**src/rtl/tbsw_pkg.sv**
```systemverilog
`timescale 1ns / 1ps
// ----------------------------------------------------------------------------
// tbsw_pkg: shared types, constants and helpers of the three-band width stage
// Fixed-point widths, register codes and saturation functions used by the
// interfaces, the configuration registers, the digit multiplier and the core.
// ----------------------------------------------------------------------------
package tbsw_pkg;

  // Field and datapath widths
  localparam int SAMPLE_W   = 24;
  localparam int INTEG_W    = 32;
  localparam int FILT_W     = INTEG_W + 8;
  localparam int GAIN_W     = 16;
  localparam int DIGIT_W    = 4;
  localparam int NUM_DIGITS = GAIN_W / DIGIT_W;
  localparam int DIG_CNT_W  = $clog2(NUM_DIGITS + 1);
  localparam int PP_W       = FILT_W + DIGIT_W + 1;
  localparam int PROD_W     = FILT_W + GAIN_W;
  localparam int ACC_W      = PROD_W + 2;
  localparam int WIDTH_FRAC = 14;
  localparam int OUT_SHIFT  = WIDTH_FRAC + 1;
  localparam int OSH_W      = ACC_W - OUT_SHIFT;
  localparam int NUM_LANES  = 2;
  localparam int CFG_IDX_W  = 4;
  localparam int CFG_DATA_W = GAIN_W;

  typedef logic signed [SAMPLE_W-1:0] sample_t;
  typedef logic signed [INTEG_W-1:0]  integ_t;
  typedef logic signed [FILT_W-1:0]   filt_t;
  typedef logic signed [FILT_W:0]     wide_t;
  typedef logic signed [PROD_W-1:0]   prod_t;
  typedef logic signed [ACC_W-1:0]    acc_t;
  typedef logic signed [OSH_W-1:0]    osh_t;
  typedef logic [GAIN_W-1:0]          gain_t;

  // Register indexes
  typedef enum logic [CFG_IDX_W-1:0] {
    CFG_LOW_SPLIT_GAIN  = CFG_IDX_W'(0),
    CFG_HIGH_SPLIT_GAIN = CFG_IDX_W'(1),
    CFG_MID_WIDTH       = CFG_IDX_W'(2),
    CFG_HIGH_WIDTH      = CFG_IDX_W'(3)
  } cfg_reg_e;

  // Register reset values and limits
  localparam gain_t LOW_GAIN_RST   = GAIN_W'(553);
  localparam gain_t HIGH_GAIN_RST  = GAIN_W'(9608);
  localparam gain_t WIDTH_UNITY    = gain_t'(1) << WIDTH_FRAC;
  localparam gain_t WIDTH_MAX      = gain_t'(1) << (WIDTH_FRAC + 1);

  // Rounding offsets
  localparam prod_t V_RND   = prod_t'(1) <<< (GAIN_W - 1);
  localparam acc_t  OUT_RND = acc_t'(1) <<< WIDTH_FRAC;

  // Saturation bounds in the wider working formats
  localparam wide_t INTEG_MAX_W = {{(FILT_W - INTEG_W + 2){1'b0}}, {(INTEG_W - 1){1'b1}}};
  localparam wide_t INTEG_MIN_W = ~INTEG_MAX_W;
  localparam osh_t  SMP_MAX_W   = {{(OSH_W - SAMPLE_W + 1){1'b0}}, {(SAMPLE_W - 1){1'b1}}};
  localparam osh_t  SMP_MIN_W   = ~SMP_MAX_W;

  // Configuration as seen by the core, widths already limited to two
  typedef struct packed {
    gain_t low_gain;
    gain_t high_gain;
    gain_t mid_width;
    gain_t high_width;
  } cfg_t;

  // Multiplier request and response
  typedef struct packed {
    logic  start;
    filt_t mcand;
    gain_t mplier;
  } mul_req_t;

  typedef struct packed {
    logic  done;
    prod_t product;
  } mul_rsp_t;

  // Clamp an integrator update to the signed 32-bit range
  function automatic integ_t sat_integ(input wide_t val);
    integ_t res;
    if (val > INTEG_MAX_W) begin
      res = {1'b0, {(INTEG_W - 1){1'b1}}};
    end else if (val < INTEG_MIN_W) begin
      res = {1'b1, {(INTEG_W - 1){1'b0}}};
    end else begin
      res = val[INTEG_W-1:0];
    end
    return res;
  endfunction

  // Clamp a rescaled output to the sample range
  function automatic sample_t sat_sample(input osh_t val);
    sample_t res;
    if (val > SMP_MAX_W) begin
      res = {1'b0, {(SAMPLE_W - 1){1'b1}}};
    end else if (val < SMP_MIN_W) begin
      res = {1'b1, {(SAMPLE_W - 1){1'b0}}};
    end else begin
      res = val[SAMPLE_W-1:0];
    end
    return res;
  endfunction

endpackage

```
**src/rtl/tbsw_if.sv**
```systemverilog
`timescale 1ns / 1ps
// ----------------------------------------------------------------------------
// tbsw_if: stream and configuration channels of the three-band width stage
// Sample input, sample output and register write channels, each with a
// valid/ready handshake and a source and a sink modport.
// ----------------------------------------------------------------------------
interface tbsw_in_if;
  import tbsw_pkg::*;
  logic    valid;
  logic    ready;
  sample_t left_in;
  sample_t right_in;
  logic    block_last_in;

  modport source (output valid, left_in, right_in, block_last_in, input ready);
  modport sink   (input valid, left_in, right_in, block_last_in, output ready);
endinterface

interface tbsw_out_if;
  import tbsw_pkg::*;
  logic    valid;
  logic    ready;
  sample_t left_out;
  sample_t right_out;
  logic    block_last_out;

  modport source (output valid, left_out, right_out, block_last_out, input ready);
  modport sink   (input valid, left_out, right_out, block_last_out, output ready);
endinterface

interface tbsw_cfg_if;
  import tbsw_pkg::*;
  logic                  valid;
  logic                  ready;
  logic [CFG_IDX_W-1:0]  index;
  logic [CFG_DATA_W-1:0] data;

  modport source (output valid, index, data, input ready);
  modport sink   (input valid, index, data, output ready);
endinterface

```
**src/rtl/tbsw_cfg_regs.sv**
```systemverilog
`timescale 1ns / 1ps
// ----------------------------------------------------------------------------
// tbsw_cfg_regs: configuration registers
// Holds the two crossover gains and the two band widths; widths above two
// are limited on the way out.
// ----------------------------------------------------------------------------
module tbsw_cfg_regs (
  input  logic             clk_i,
  input  logic             rst_ni,
  tbsw_cfg_if.sink         cfg_i,
  output tbsw_pkg::cfg_t   cfg_o
);
  import tbsw_pkg::*;

  gain_t low_gain_q;
  gain_t high_gain_q;
  gain_t mid_width_q;
  gain_t high_width_q;

  // Always take a write transaction
  assign cfg_i.ready = 1'b1;

  // Update the addressed register, drop unknown indexes
  always_ff @(posedge clk_i or negedge rst_ni) begin
    if (!rst_ni) begin
      low_gain_q   <= LOW_GAIN_RST;
      high_gain_q  <= HIGH_GAIN_RST;
      mid_width_q  <= WIDTH_UNITY;
      high_width_q <= WIDTH_UNITY;
    end else if (cfg_i.valid && cfg_i.ready) begin
      unique case (cfg_i.index)
        CFG_LOW_SPLIT_GAIN:  low_gain_q   <= cfg_i.data;
        CFG_HIGH_SPLIT_GAIN: high_gain_q  <= cfg_i.data;
        CFG_MID_WIDTH:       mid_width_q  <= cfg_i.data;
        CFG_HIGH_WIDTH:      high_width_q <= cfg_i.data;
        default: ;
      endcase
    end
  end

  // Limit widths to two
  always_comb begin
    cfg_o.low_gain   = low_gain_q;
    cfg_o.high_gain  = high_gain_q;
    cfg_o.mid_width  = (mid_width_q > WIDTH_MAX) ? WIDTH_MAX : mid_width_q;
    cfg_o.high_width = (high_width_q > WIDTH_MAX) ? WIDTH_MAX : high_width_q;
  end

endmodule

```
**src/rtl/tbsw_digit_mul.sv**
```systemverilog
`timescale 1ns / 1ps
// ----------------------------------------------------------------------------
// tbsw_digit_mul: digit-serial signed by unsigned multiplier
// Consumes the unsigned multiplier one 4-bit digit per cycle, most
// significant digit first, accumulating shifted partial products.
// ----------------------------------------------------------------------------
module tbsw_digit_mul (
  input  logic               clk_i,
  input  logic               rst_ni,
  input  tbsw_pkg::mul_req_t req_i,
  output tbsw_pkg::mul_rsp_t rsp_o
);
  import tbsw_pkg::*;

  logic                   busy_q, busy_d;
  logic                   done_q, done_d;
  logic [DIG_CNT_W-1:0]   cnt_q, cnt_d;
  filt_t                  mcand_q, mcand_d;
  gain_t                  mplier_q, mplier_d;
  prod_t                  acc_q, acc_d;
  logic [DIGIT_W-1:0]     digit;
  logic signed [PP_W-1:0] pp;

  // Partial product of the current top digit
  assign digit = mplier_q[GAIN_W-1 -: DIGIT_W];
  assign pp    = PP_W'(mcand_q) * PP_W'($signed({1'b0, digit}));

  // Load on start, then shift and accumulate one digit per cycle
  always_comb begin
    busy_d   = busy_q;
    done_d   = 1'b0;
    cnt_d    = cnt_q;
    mcand_d  = mcand_q;
    mplier_d = mplier_q;
    acc_d    = acc_q;
    if (req_i.start) begin
      busy_d   = 1'b1;
      cnt_d    = DIG_CNT_W'(NUM_DIGITS);
      mcand_d  = req_i.mcand;
      mplier_d = req_i.mplier;
      acc_d    = '0;
    end else if (busy_q) begin
      acc_d    = (acc_q <<< DIGIT_W) + {{(PROD_W - PP_W){pp[PP_W-1]}}, pp};
      mplier_d = mplier_q << DIGIT_W;
      cnt_d    = cnt_q - DIG_CNT_W'(1);
      if (cnt_q == DIG_CNT_W'(1)) begin
        busy_d = 1'b0;
        done_d = 1'b1;
      end
    end
  end

  // Control
  always_ff @(posedge clk_i or negedge rst_ni) begin
    if (!rst_ni) begin
      busy_q <= 1'b0;
      done_q <= 1'b0;
      cnt_q  <= '0;
    end else begin
      busy_q <= busy_d;
      done_q <= done_d;
      cnt_q  <= cnt_d;
    end
  end

  // Operands and accumulator
  always_ff @(posedge clk_i) begin
    mcand_q  <= mcand_d;
    mplier_q <= mplier_d;
    acc_q    <= acc_d;
  end

  assign rsp_o.done    = done_q;
  assign rsp_o.product = acc_q;

endmodule

```
**src/rtl/three_band_stereo_width_core.sv**
```systemverilog
`timescale 1ns / 1ps
// ----------------------------------------------------------------------------
// three_band_stereo_width_core: three-band mid/side stereo width stage
// Splits each channel with two cascaded one-pole TPT lowpasses, folds the
// low band to mono, scales the side signal of the mid and high bands and
// recombines to a saturated stereo pair.
// ----------------------------------------------------------------------------
// One stereo pair is processed at a time; a new pair is accepted only in
// the idle state. Two digit-serial multipliers, one per channel in the
// crossover passes, take a 16-bit gain or width four bits per cycle in
// each of the three multiply passes (low crossover, high crossover, side
// scaling), and the add, update and saturate steps sit between them. The
// result is held in an output register, so the next pair is taken while
// it waits.
// Register writes are always ready; write them only while the block is idle.
// There is no clearing pass: the four integrators reset to zero at once.
module three_band_stereo_width_core (
  input  logic        clk_i,
  input  logic        rst_ni,
  tbsw_in_if.sink     sample_i,
  tbsw_out_if.source  sample_o,
  tbsw_cfg_if.sink    cfg_i
);
  import tbsw_pkg::*;

  typedef enum logic [11:0] {
    ST_IDLE     = 12'b000000000001,
    ST_LOW_GO   = 12'b000000000010,
    ST_LOW_MUL  = 12'b000000000100,
    ST_LOW_UPD  = 12'b000000001000,
    ST_REST     = 12'b000000010000,
    ST_MID_GO   = 12'b000000100000,
    ST_MID_MUL  = 12'b000001000000,
    ST_MID_UPD  = 12'b000010000000,
    ST_HI       = 12'b000100000000,
    ST_SIDE_GO  = 12'b001000000000,
    ST_SIDE_MUL = 12'b010000000000,
    ST_OUT      = 12'b100000000000
  } state_e;

  state_e   state_q, state_d;
  cfg_t     cfg;
  mul_req_t mul_req [NUM_LANES];
  mul_rsp_t mul_rsp [NUM_LANES];

  sample_t  in_smp   [NUM_LANES];
  sample_t  x_q      [NUM_LANES];
  integ_t   s_low_q  [NUM_LANES];
  integ_t   s_mid_q  [NUM_LANES];
  filt_t    v_q      [NUM_LANES];
  filt_t    band_q   [NUM_LANES];
  filt_t    rest_q   [NUM_LANES];
  filt_t    hi_q     [NUM_LANES];
  filt_t    side_mc  [NUM_LANES];
  gain_t    side_mp  [NUM_LANES];

  logic     last_q;
  acc_t     base_q;
  acc_t     side_q;
  acc_t     sum_l, sum_r;
  logic     in_fire;
  logic     out_free;
  logic     out_load;
  logic     out_valid_q;
  sample_t  left_q, right_q;
  logic     out_last_q;

  tbsw_cfg_regs u_cfg (
    .clk_i  (clk_i),
    .rst_ni (rst_ni),
    .cfg_i  (cfg_i),
    .cfg_o  (cfg)
  );

  assign in_fire  = sample_i.valid && sample_i.ready;
  assign out_free = !out_valid_q || sample_o.ready;
  assign out_load = (state_q == ST_OUT) && out_free;

  assign sample_i.ready = (state_q == ST_IDLE);

  assign in_smp[0] = sample_i.left_in;
  assign in_smp[1] = sample_i.right_in;

  // Side operands: mid band difference on one lane, high band on the other
  assign side_mc[0] = band_q[0] - band_q[1];
  assign side_mc[1] = hi_q[0] - hi_q[1];
  assign side_mp[0] = cfg.mid_width;
  assign side_mp[1] = cfg.high_width;

  // Sequence one pair through the three multiply passes
  always_comb begin
    state_d = state_q;
    unique case (state_q)
      ST_IDLE:     if (in_fire) state_d = ST_LOW_GO;
      ST_LOW_GO:   state_d = ST_LOW_MUL;
      ST_LOW_MUL:  if (mul_rsp[0].done) state_d = ST_LOW_UPD;
      ST_LOW_UPD:  state_d = ST_REST;
      ST_REST:     state_d = ST_MID_GO;
      ST_MID_GO:   state_d = ST_MID_MUL;
      ST_MID_MUL:  if (mul_rsp[0].done) state_d = ST_MID_UPD;
      ST_MID_UPD:  state_d = ST_HI;
      ST_HI:       state_d = ST_SIDE_GO;
      ST_SIDE_GO:  state_d = ST_SIDE_MUL;
      ST_SIDE_MUL: if (mul_rsp[0].done) state_d = ST_OUT;
      ST_OUT:      if (out_free) state_d = ST_IDLE;
      default:     state_d = ST_IDLE;
    endcase
  end

  always_ff @(posedge clk_i or negedge rst_ni) begin
    if (!rst_ni) begin
      state_q <= ST_IDLE;
    end else begin
      state_q <= state_d;
    end
  end

  // Per-channel filter lanes
  for (genvar l = 0; l < NUM_LANES; l++) begin : g_lane
    integ_t s_sel;
    filt_t  s_ext;
    prod_t  v_sum;
    filt_t  v_new;
    filt_t  y_new;
    wide_t  s_sum;
    integ_t s_new;

    tbsw_digit_mul u_mul (
      .clk_i  (clk_i),
      .rst_ni (rst_ni),
      .req_i  (mul_req[l]),
      .rsp_o  (mul_rsp[l])
    );

    // Pick the operands of the current pass
    always_comb begin
      mul_req[l].start = (state_q == ST_LOW_GO) || (state_q == ST_MID_GO) ||
                         (state_q == ST_SIDE_GO);
      priority if (state_q == ST_LOW_GO) begin
        mul_req[l].mcand  = FILT_W'(x_q[l]) - FILT_W'(s_low_q[l]);
        mul_req[l].mplier = cfg.low_gain;
      end else if (state_q == ST_MID_GO) begin
        mul_req[l].mcand  = rest_q[l] - FILT_W'(s_mid_q[l]);
        mul_req[l].mplier = cfg.high_gain;
      end else begin
        mul_req[l].mcand  = side_mc[l];
        mul_req[l].mplier = side_mp[l];
      end
    end

    // Round the product, form the band output and the integrator update
    always_comb begin
      s_sel = (state_q == ST_MID_UPD) ? s_mid_q[l] : s_low_q[l];
      s_ext = FILT_W'(s_sel);
      v_sum = mul_rsp[l].product + V_RND;
      v_new = $signed(v_sum[PROD_W-1 -: FILT_W]);
      y_new = v_q[l] + s_ext;
      s_sum = (FILT_W + 1)'(s_ext) + $signed({v_q[l], 1'b0});
      s_new = sat_integ(s_sum);
    end

    // Integrators
    always_ff @(posedge clk_i or negedge rst_ni) begin
      if (!rst_ni) begin
        s_low_q[l] <= '0;
        s_mid_q[l] <= '0;
      end else begin
        if (state_q == ST_LOW_UPD) s_low_q[l] <= s_new;
        if (state_q == ST_MID_UPD) s_mid_q[l] <= s_new;
      end
    end

    // Lane data
    always_ff @(posedge clk_i) begin
      if (in_fire) x_q[l] <= in_smp[l];
      if (((state_q == ST_LOW_MUL) || (state_q == ST_MID_MUL)) && mul_rsp[l].done) begin
        v_q[l] <= v_new;
      end
      if ((state_q == ST_LOW_UPD) || (state_q == ST_MID_UPD)) band_q[l] <= y_new;
      if (state_q == ST_REST) rest_q[l] <= FILT_W'(x_q[l]) - band_q[l];
      if (state_q == ST_HI) hi_q[l] <= rest_q[l] - band_q[l];
    end
  end

  // Recombine: the three bands of a channel sum back to its input
  assign sum_l = base_q + side_q;
  assign sum_r = base_q - side_q;

  // Shared terms and the block end mark
  always_ff @(posedge clk_i) begin
    if (in_fire) last_q <= sample_i.block_last_in;
    if (state_q == ST_REST) begin
      base_q <= ((ACC_W'(x_q[0]) + ACC_W'(x_q[1])) <<< WIDTH_FRAC) + OUT_RND;
    end
    if ((state_q == ST_SIDE_MUL) && mul_rsp[0].done) begin
      side_q <= ACC_W'(mul_rsp[0].product) + ACC_W'(mul_rsp[1].product);
    end
  end

  // Output register: hold until the transaction completes
  always_ff @(posedge clk_i or negedge rst_ni) begin
    if (!rst_ni) begin
      out_valid_q <= 1'b0;
    end else if (out_load) begin
      out_valid_q <= 1'b1;
    end else if (sample_o.ready) begin
      out_valid_q <= 1'b0;
    end
  end

  always_ff @(posedge clk_i) begin
    if (out_load) begin
      left_q     <= sat_sample($signed(sum_l[ACC_W-1:OUT_SHIFT]));
      right_q    <= sat_sample($signed(sum_r[ACC_W-1:OUT_SHIFT]));
      out_last_q <= last_q;
    end
  end

  assign sample_o.valid          = out_valid_q;
  assign sample_o.left_out       = left_q;
  assign sample_o.right_out      = right_q;
  assign sample_o.block_last_out = out_last_q;

endmodule
```
**src/flat_wrapper.sv**
```systemverilog
// flat-port wrapper written by rule: the top's interface ports become plain ports
module three_band_stereo_width_core_flat import tbsw_pkg::*;
  (clk_i, rst_ni, sample_i_valid, sample_i_left_in, sample_i_right_in, sample_i_block_last_in, sample_i_ready, sample_o_valid, sample_o_left_out, sample_o_right_out, sample_o_block_last_out, sample_o_ready, cfg_i_valid, cfg_i_index, cfg_i_data, cfg_i_ready);
  tbsw_in_if sample_i_i ();
  tbsw_out_if sample_o_i ();
  tbsw_cfg_if cfg_i_i ();
  input  logic clk_i;
  input  logic rst_ni;
  input wire logic [$bits(sample_i_i.valid)-1:0] sample_i_valid;
  input wire logic [$bits(sample_i_i.left_in)-1:0] sample_i_left_in;
  input wire logic [$bits(sample_i_i.right_in)-1:0] sample_i_right_in;
  input wire logic [$bits(sample_i_i.block_last_in)-1:0] sample_i_block_last_in;
  output wire logic [$bits(sample_i_i.ready)-1:0] sample_i_ready;
  output wire logic [$bits(sample_o_i.valid)-1:0] sample_o_valid;
  output wire logic [$bits(sample_o_i.left_out)-1:0] sample_o_left_out;
  output wire logic [$bits(sample_o_i.right_out)-1:0] sample_o_right_out;
  output wire logic [$bits(sample_o_i.block_last_out)-1:0] sample_o_block_last_out;
  input wire logic [$bits(sample_o_i.ready)-1:0] sample_o_ready;
  input wire logic [$bits(cfg_i_i.valid)-1:0] cfg_i_valid;
  input wire logic [$bits(cfg_i_i.index)-1:0] cfg_i_index;
  input wire logic [$bits(cfg_i_i.data)-1:0] cfg_i_data;
  output wire logic [$bits(cfg_i_i.ready)-1:0] cfg_i_ready;
  assign sample_i_i.valid = sample_i_valid;
  assign sample_i_i.left_in = sample_i_left_in;
  assign sample_i_i.right_in = sample_i_right_in;
  assign sample_i_i.block_last_in = sample_i_block_last_in;
  assign sample_i_ready = sample_i_i.ready;
  assign sample_o_valid = sample_o_i.valid;
  assign sample_o_left_out = sample_o_i.left_out;
  assign sample_o_right_out = sample_o_i.right_out;
  assign sample_o_block_last_out = sample_o_i.block_last_out;
  assign sample_o_i.ready = sample_o_ready;
  assign cfg_i_i.valid = cfg_i_valid;
  assign cfg_i_i.index = cfg_i_index;
  assign cfg_i_i.data = cfg_i_data;
  assign cfg_i_ready = cfg_i_i.ready;
  three_band_stereo_width_core u_core (.clk_i(clk_i), .rst_ni(rst_ni), .sample_i(sample_i_i), .sample_o(sample_o_i), .cfg_i(cfg_i_i));
endmodule
```
**config.mk**
```make
export PLATFORM = sky130hd
export DESIGN_NAME = three_band_stereo_width_core_flat
export DESIGN_NICKNAME = d
export VERILOG_FILES = /design/src/rtl/tbsw_pkg.sv /design/src/rtl/tbsw_if.sv /design/src/rtl/tbsw_cfg_regs.sv /design/src/rtl/tbsw_digit_mul.sv /design/src/rtl/three_band_stereo_width_core.sv /design/src/flat_wrapper.sv
export SDC_FILE = /design/constraint.sdc
export NUM_CORES = 2
export LEC_CHECK = 0
export ABC_AREA = 1
export ABC_CLOCK_PERIOD_IN_PS = 31200
export BUFFER_PORTS_ARGS = -buffer_cell sky130_fd_sc_hd__buf_2
export CAP_MARGIN = 20
export CORE_MARGIN = 1
export CORE_UTILIZATION = 51
export DETAILED_ROUTE_END_ITERATION = 10
export PLACE_DENSITY_LB_ADDON = 0.12
export SKIP_CTS_REPAIR_TIMING = 1
export SLEW_MARGIN = 40
export SYNTH_ARGS = -nofsm -noshare
export SYNTH_HDL_FRONTEND = slang
export SYNTH_SLANG_ARGS = --single-unit
```
**constraint.sdc**
```tcl
create_clock -name clk_i -period 31.2 [get_ports clk_i]
set_input_delay 4.68 -clock clk_i [delete_from_list [all_inputs] [get_ports clk_i]]
set_output_delay 4.68 -clock clk_i [all_outputs]
set_load 0.01 [all_outputs]
```
; Word level (Yosys, flattened, before mapping)
; Memory sizes are Yosys's and may differ from the RTL's.
; Index checks and enable logic that the tools add are counted.
[totals]
regBits = 605
ram_bits = 368
in_bits = 74
out_inout_bits = 52
word_cells = 166
mem_count = 5
[memory_table]
columns = name, words, word_bits, rd, rd_ports_with_merged_regs, wr, line
row1 = u_core.band_q, 2, 40, 2, 0, 2, three_band_stereo_width_core.sv:51  ; filt_t band_q [NUM_LANES];
row2 = u_core.hi_q, 2, 40, 2, 0, 2, three_band_stereo_width_core.sv:53  ; filt_t hi_q [NUM_LANES];
row3 = u_core.rest_q, 2, 40, 2, 0, 2, three_band_stereo_width_core.sv:52  ; filt_t rest_q [NUM_LANES];
row4 = u_core.v_q, 2, 40, 2, 0, 2, three_band_stereo_width_core.sv:50  ; filt_t v_q [NUM_LANES];
row5 = u_core.x_q, 2, 24, 2, 0, 2, three_band_stereo_width_core.sv:47  ; sample_t x_q [NUM_LANES];
[classes]
addsub = 25
n_mul = 2
order_cmp = 10
n_eq_ne = 22
muxes = 54
reduce_logical = 20
[ops]
columns = cell, n
row1 = 56-bit 2-to-1 mux, 4
row2 = 32-bit 2-to-1 mux, 6
row3 = 40-bit subtractor, 4
row4 = 12-bit case mux with 12 select lines, 1
row5 = 56-bit by 17-bit adder with 56-bit output (second input constant), 2
row6 = 56-bit adder, 2
row7 = 16-bit 2-to-1 mux, 6
row8 = 40-bit by 5-bit multiplier with 45-bit output, 2
row9 = 43-bit by 24-bit > comparator with 1-bit output (second input constant), 2
row10 = 43-bit by 24-bit less-than comparator with 1-bit output (second input constant), 2
row11 = 32-bit by 41-bit adder with 41-bit output, 2
row12 = 41-bit by 32-bit > comparator with 1-bit output (second input constant), 2
row13 = 41-bit by 32-bit less-than comparator with 1-bit output (second input constant), 2
row14 = 40-bit by 32-bit adder with 40-bit output, 2
row15 = 24-bit by 40-bit subtractor with 40-bit output, 2
row16 = 40-bit by 32-bit subtractor with 40-bit output, 2
row17 = 24-bit by 32-bit subtractor with 33-bit output, 2
row18 = 12-bit 2-to-1 mux, 5
row19 = 58-bit by 16-bit adder with 58-bit output (second input constant), 1
row20 = 58-bit adder, 1
row21 = 58-bit subtractor, 1
row22 = 56-bit by 56-bit adder with 57-bit output, 1
row23 = 24-bit 2-to-1 mux, 2
row24 = 16-bit > comparator (second input constant), 2
row25 = other kinds (28), 75

; Logic depth before layout (Yosys ltp)
[logic_depth]
word_depth = 6
ltp_mapped = 38
ltp_nobuf = 37

; Hierarchy
; Synthesis repeated with hierarchy kept, for this count alone.
[unflattened]
hier_cells = 15647
hier_area_um2 = 103644.4
[by_module_without_submodules]
columns = mod, instances, cells_each, area_each_um2, seq_area_each_um2
row1 = three_band_stereo_width_core, 1, 11012, 71925.2, 18574.1
row2 = tbsw_digit_mul at u_core.g_lane[0].u_mul, 1, 2166, 14480.1, 2927.8
row3 = tbsw_digit_mul at u_core.g_lane[1].u_mul, 1, 2139, 14298.7, 2927.8
row4 = tbsw_cfg_regs, 1, 330, 2940.3, 1615.3

; Worst setup path after synthesis
; Ideal clock, no wire load.
[synth_timing]
path_kind = reg2reg
start = reg u_core.state_q[10]
end = reg u_core.base_q[14], enable pin
setup_time_ns = 0.762
arrival_ns = 9.186
t_required_ns = 30.438
setup_slack_ns = 21.253
path_stages_with_launch = 4
path_buffers = 0
period_less_slack_ns = 9.947
cell_sequence = dfrtp_1 > nor2_1 > nand2_2 > nor3_1
[synth_between]
elab_chain_cells = 1
[synth_rtl]
columns = element, line
row1 = start: declaration, three_band_stereo_width_core.sv:41  ; state_e state_q, state_d;
row2 = start signal: assignment, three_band_stereo_width_core.sv:114  ; state_q <= state_d;
row3 = 12-bit by 5-bit == test with 1-bit output, three_band_stereo_width_core.sv:192  ; if (state_q == ST_REST) begin
row4 = end signal: assignment, three_band_stereo_width_core.sv:193  ; base_q <= ((ACC_W'(x_q[0]) + ACC_W'(x_q[1])) <<< WIDTH_FRAC) + OUT_RND;
row5 = end: declaration, three_band_stereo_width_core.sv:58  ; acc_t base_q;
; Every way passes these cells.
; A chain may end at the register's enable or synchronous reset.

; Worst setup path in the final report
[layout_timing]
start = reg u_core.state_q[9]
end = out sample_i_ready
[layout_between]
elab_chain_cells = 1
[layout_rtl]
columns = element, line
row1 = 12-bit by 1-bit == test with 1-bit output, three_band_stereo_width_core.sv:79  ; assign sample_i.ready = (state_q == ST_IDLE);
row2 = end: declaration, flat_wrapper.sv:13  ; output wire logic [$bits(sample_i_i.ready)-1:0] sample_i_ready;
; Every way passes these cells.

==> results.json <==
{
  "drive_gt1_frac": 0.0366,
  "ioPinCount": 126,
  "viasPerCell": 5.75,
  "avgSynthCellArea_um2": 6.83,
  "synthCells": 14800,
  "path_class": "flip-flop to primary output",
  "die_h_um": 447,
  "std_cell_rows": 162,
  "yosysUniqueCellTypes": 79,
  "fin_skew_ps": 52.5,
  "drv_cap": 0,
  "cp-start-kind": "flip-flop",
  "die-area_um2": 200000,
  "gp_congestion": 1.07,
  "post-dp-hpwl_um": 343000,
  "overflow": 0,
  "status": "completed",
  "ant_nets": 0,
  "cts_buffers": 116,
  "critPathMaxStageDelay_ps": 430,
  "synth-edff-count": 631,
  "async_flop_share": 0.224,
  "cp.required_ps": 26520,
  "critical_path_buf_inv_count": 2,
  "drt-total-wl_um": 409000,
  "nets": 16100,
  "core_um2": 196000,
  "tns_ps": 0,
  "drc_errors": 0,
  "root_buffer": "clkbuf_16",
  "worstPathCellList": "nor2_2 -> nand2_2 -> nor2_1 -> nand2_1 -> inv_1 -> buf_2",
  "worstPathMaxFanout": 7,
  "via_count": 101000,
  "yosys_most_used_dff": "edfxtp_1",
  "grt_usage": 0.399,
  "drt_first_iter_violations": 12600,
  "ys_ff_latch": 958,
  "cp_slowest_cell": "dfrtp_1",
  "numPortBuffers": 124,
  "rsz0062_at_grt": "no",
  "min_period_ps": 7100,
  "grt_pass1_wl_um": 592000,
  "die_x_um": 447,
  "syn_to_final_growth_pct": 7.78,
  "hold_viol": 0,
  "firstDrtPassIters": 9,
  "grt_max_degree": 89,
  "hold_path_class": "flip-flop to flip-flop",
  "antenna_found_initial": 22,
  "finalSetupViolations": 0,
  "end_kind": "primary output",
  "crit_family": "simple AND/OR/NAND/NOR gates",
  "clk_pin_slew_worst_paths_ps": 60,
  "clock_path_buffers": 3,
  "grt_pass1_vias": 91300,
  "fin_crit_sh": 0.228,
  "initial_core_util": 0.515,
  "synth_area_um2": 101000,
  "syn_nets": 16000,
  "pre_cts_ws_ps": 24490,
  "worst_pin_slew_ps": 986,
  "wl_per_cell_um": 23.2,
  "ys_seq_area_frac": 0.263,
  "htreeDepth": 3,
  "slew_headroom": 0.338,
  "final_max_slew_viol_count": 0,
  "crit_arrival_ps": 2420,
  "clock.fmax_mhz": 141,
  "cts_tree": "yes",
  "setup_ws_ps": 24100,
  "ys_warn_count": 0,
  "clock-sinks": 958,
  "clk_latency_ps": 820
}
[flip-flops by register name (all words and copies together), names as in the netlist, 32 cells and up]
signal,count
u_core.g_lane.u_mul.acc_q,112
u_core.band_q,80
u_core.g_lane.u_mul.mcand_q,80
u_core.hi_q,80
u_core.rest_q,80
u_core.v_q,80
u_core.s_low_q,64
u_core.s_mid_q,64
u_core.side_q,57
u_core.x_q,48
u_core.base_q,44
u_core.g_lane.u_mul.mplier_q,32
[logic make-up after synthesis]
kind of cell	Yosys count	synth area share
AOI/OAI and AO/OA	2952	0.162
muxes	1	0.0000992
xor gates and xnor gates	709	0.0622
DFF	958	0.263
and+or+nand+nor	6150	0.249
buffers and inverters	2845	0.107
adders and majority gates	1152	0.156
other	1	0.0000372
[cells in the mapped netlist, types with 12 or more instances]
master | count | share of area
nand2_1 | 3666 | 0.14
inv_1 | 2602 | 0.097
nor2_1 | 1356 | 0.050
a21oi_1 | 1307 | 0.065
ha_1 | 971 | 0.12
o21ai_0 | 930 | 0.046
edfxtp_1 | 631 | 0.19
nand3_1 | 569 | 0.028
xor2_1 | 479 | 0.042
xnor2_1 | 225 | 0.020
a31oi_1 | 213 | 0.013
dfrtp_1 | 203 | 0.050
fa_1 | 181 | 0.036
nor3_1 | 178 | 0.0088
clkbuf_1 | 145 | 0.0054
nand4_1 | 142 | 0.0088
dfxtp_1 | 112 | 0.022
a21o_1 | 95 | 0.0071
nor4_1 | 92 | 0.0057
o21bai_1 | 81 | 0.0060
o21a_1 | 80 | 0.0060
o211ai_1 | 61 | 0.0045
buf_2 | 53 | 0.0026
or2_2 | 49 | 0.0030
a21boi_0 | 40 | 0.0030
o21ai_1 | 35 | 0.0017
a221oi_1 | 24 | 0.0021
and3_1 | 21 | 0.0013
nand3b_1 | 20 | 0.0015
o221ai_1 | 18 | 0.0016
a211oi_1 | 17 | 0.0013
nor2_2 | 14 | 0.00087
buf_1 | 13 | 0.00048
inv_2 | 13 | 0.00048
dfstp_2 | 12 | 0.0031
[worst reg2reg max path, delay by kind of cell, from the launching register on]
kind                       cells  cell delay (ps)
adders and majority gates      5             2050
and+or+nand+nor               10             1450
buffers and inverters          7              730
xor gates and xnor gates       1              180
AOI/OAI and AO/OA             10             2100
DFF                            1              320
[path summary, 6_finish.rpt]
kind                                                                from                                       endpoint  slack, ps  depth (start not counted)
setup / recovery                           u_core.state_q[9]$_DFFE_PN0P_                                 sample_i_ready      24100                          6
hold / removal                                   u_core.last_q$_DFFE_PP_       u_core.sample_o.block_last_out$_DFFE_PP_        440                          0
setup reg to reg           u_core.g_lane[1].u_mul.mplier_q[14]$_DFFE_PP_  u_core.g_lane[1].u_mul.acc_q[43]$_SDFFE_PN0P_      24320                         33
hold reg to reg                                  u_core.last_q$_DFFE_PP_       u_core.sample_o.block_last_out$_DFFE_PP_        440                          0
max in group asynchronous                                         rst_ni                 u_core.s_low_q[10]$_DFFE_PN0P_      25520                          3
min in group asynchronous                                         rst_ni       u_core.u_cfg.high_width_q[3]$_DFFE_PN0P_       3860                          1
[layer usage]
layer	up-vias	part of all wire	global-route usage
met5	-	0.00023	0
met4	12	0.050	0.175
met3	713	0.11	0.0936
met2	4628	0.41	0.585
met1	47200	0.43	0.556
li1	48500	-	-
[metrics by stage]
| step | util | instance area [µm²] | hold WS, ps | std cells |
|---|---|---|---|---|
| global route | 0.555 | 109000 | 449 | 17600 |
| floorplan | - | 101000 | 400 | 14800 |
| global placement | 0.533 | 104000 | 425 | 17300 |
| finish | 0.555 | 109000 | 436 | 17600 |
| detailed placement | 0.534 | 105000 | 414 | 17400 |
| CTS | 0.555 | 109000 | 440 | 17600 |
[final cells by class]
type | instances | area (µm²)
diodes | 6 | 15.0
clock buffers | 140 | 3150
repair buffers | 198 | 1310
multi-input cells | 11000 | 63600
flip-flops and latches | 958 | 26600
fillers | 19900 | 87000
well taps | 2624 | 3280
inverters | 2617 | 9830
clock inverters | 79 | 977
[cells in the final DEF, fill, tap and decap left out, types with 201 or more instances in the layout]
| cell | netlist | routed |
|---|---|---|
| dfrtp_1 | 203 | 201 |
| o21ai_0 | 930 | 916 |
| xnor2_1 | 225 | 225 |
| nand3_1 | 569 | 566 |
| a21oi_1 | 1307 | 1307 |
| nor2_1 | 1356 | 1349 |
| ha_1 | 971 | 971 |
| a31oi_1 | 213 | 213 |
| edfxtp_1 | 631 | 631 |
| nand2_1 | 3666 | 3662 |
| inv_1 | 2602 | 2599 |
| xor2_1 | 479 | 478 |
Power is left out: the tool's default activity adds up to more than one toggle a clock period on the data nets, which glitch-free logic cannot reach.
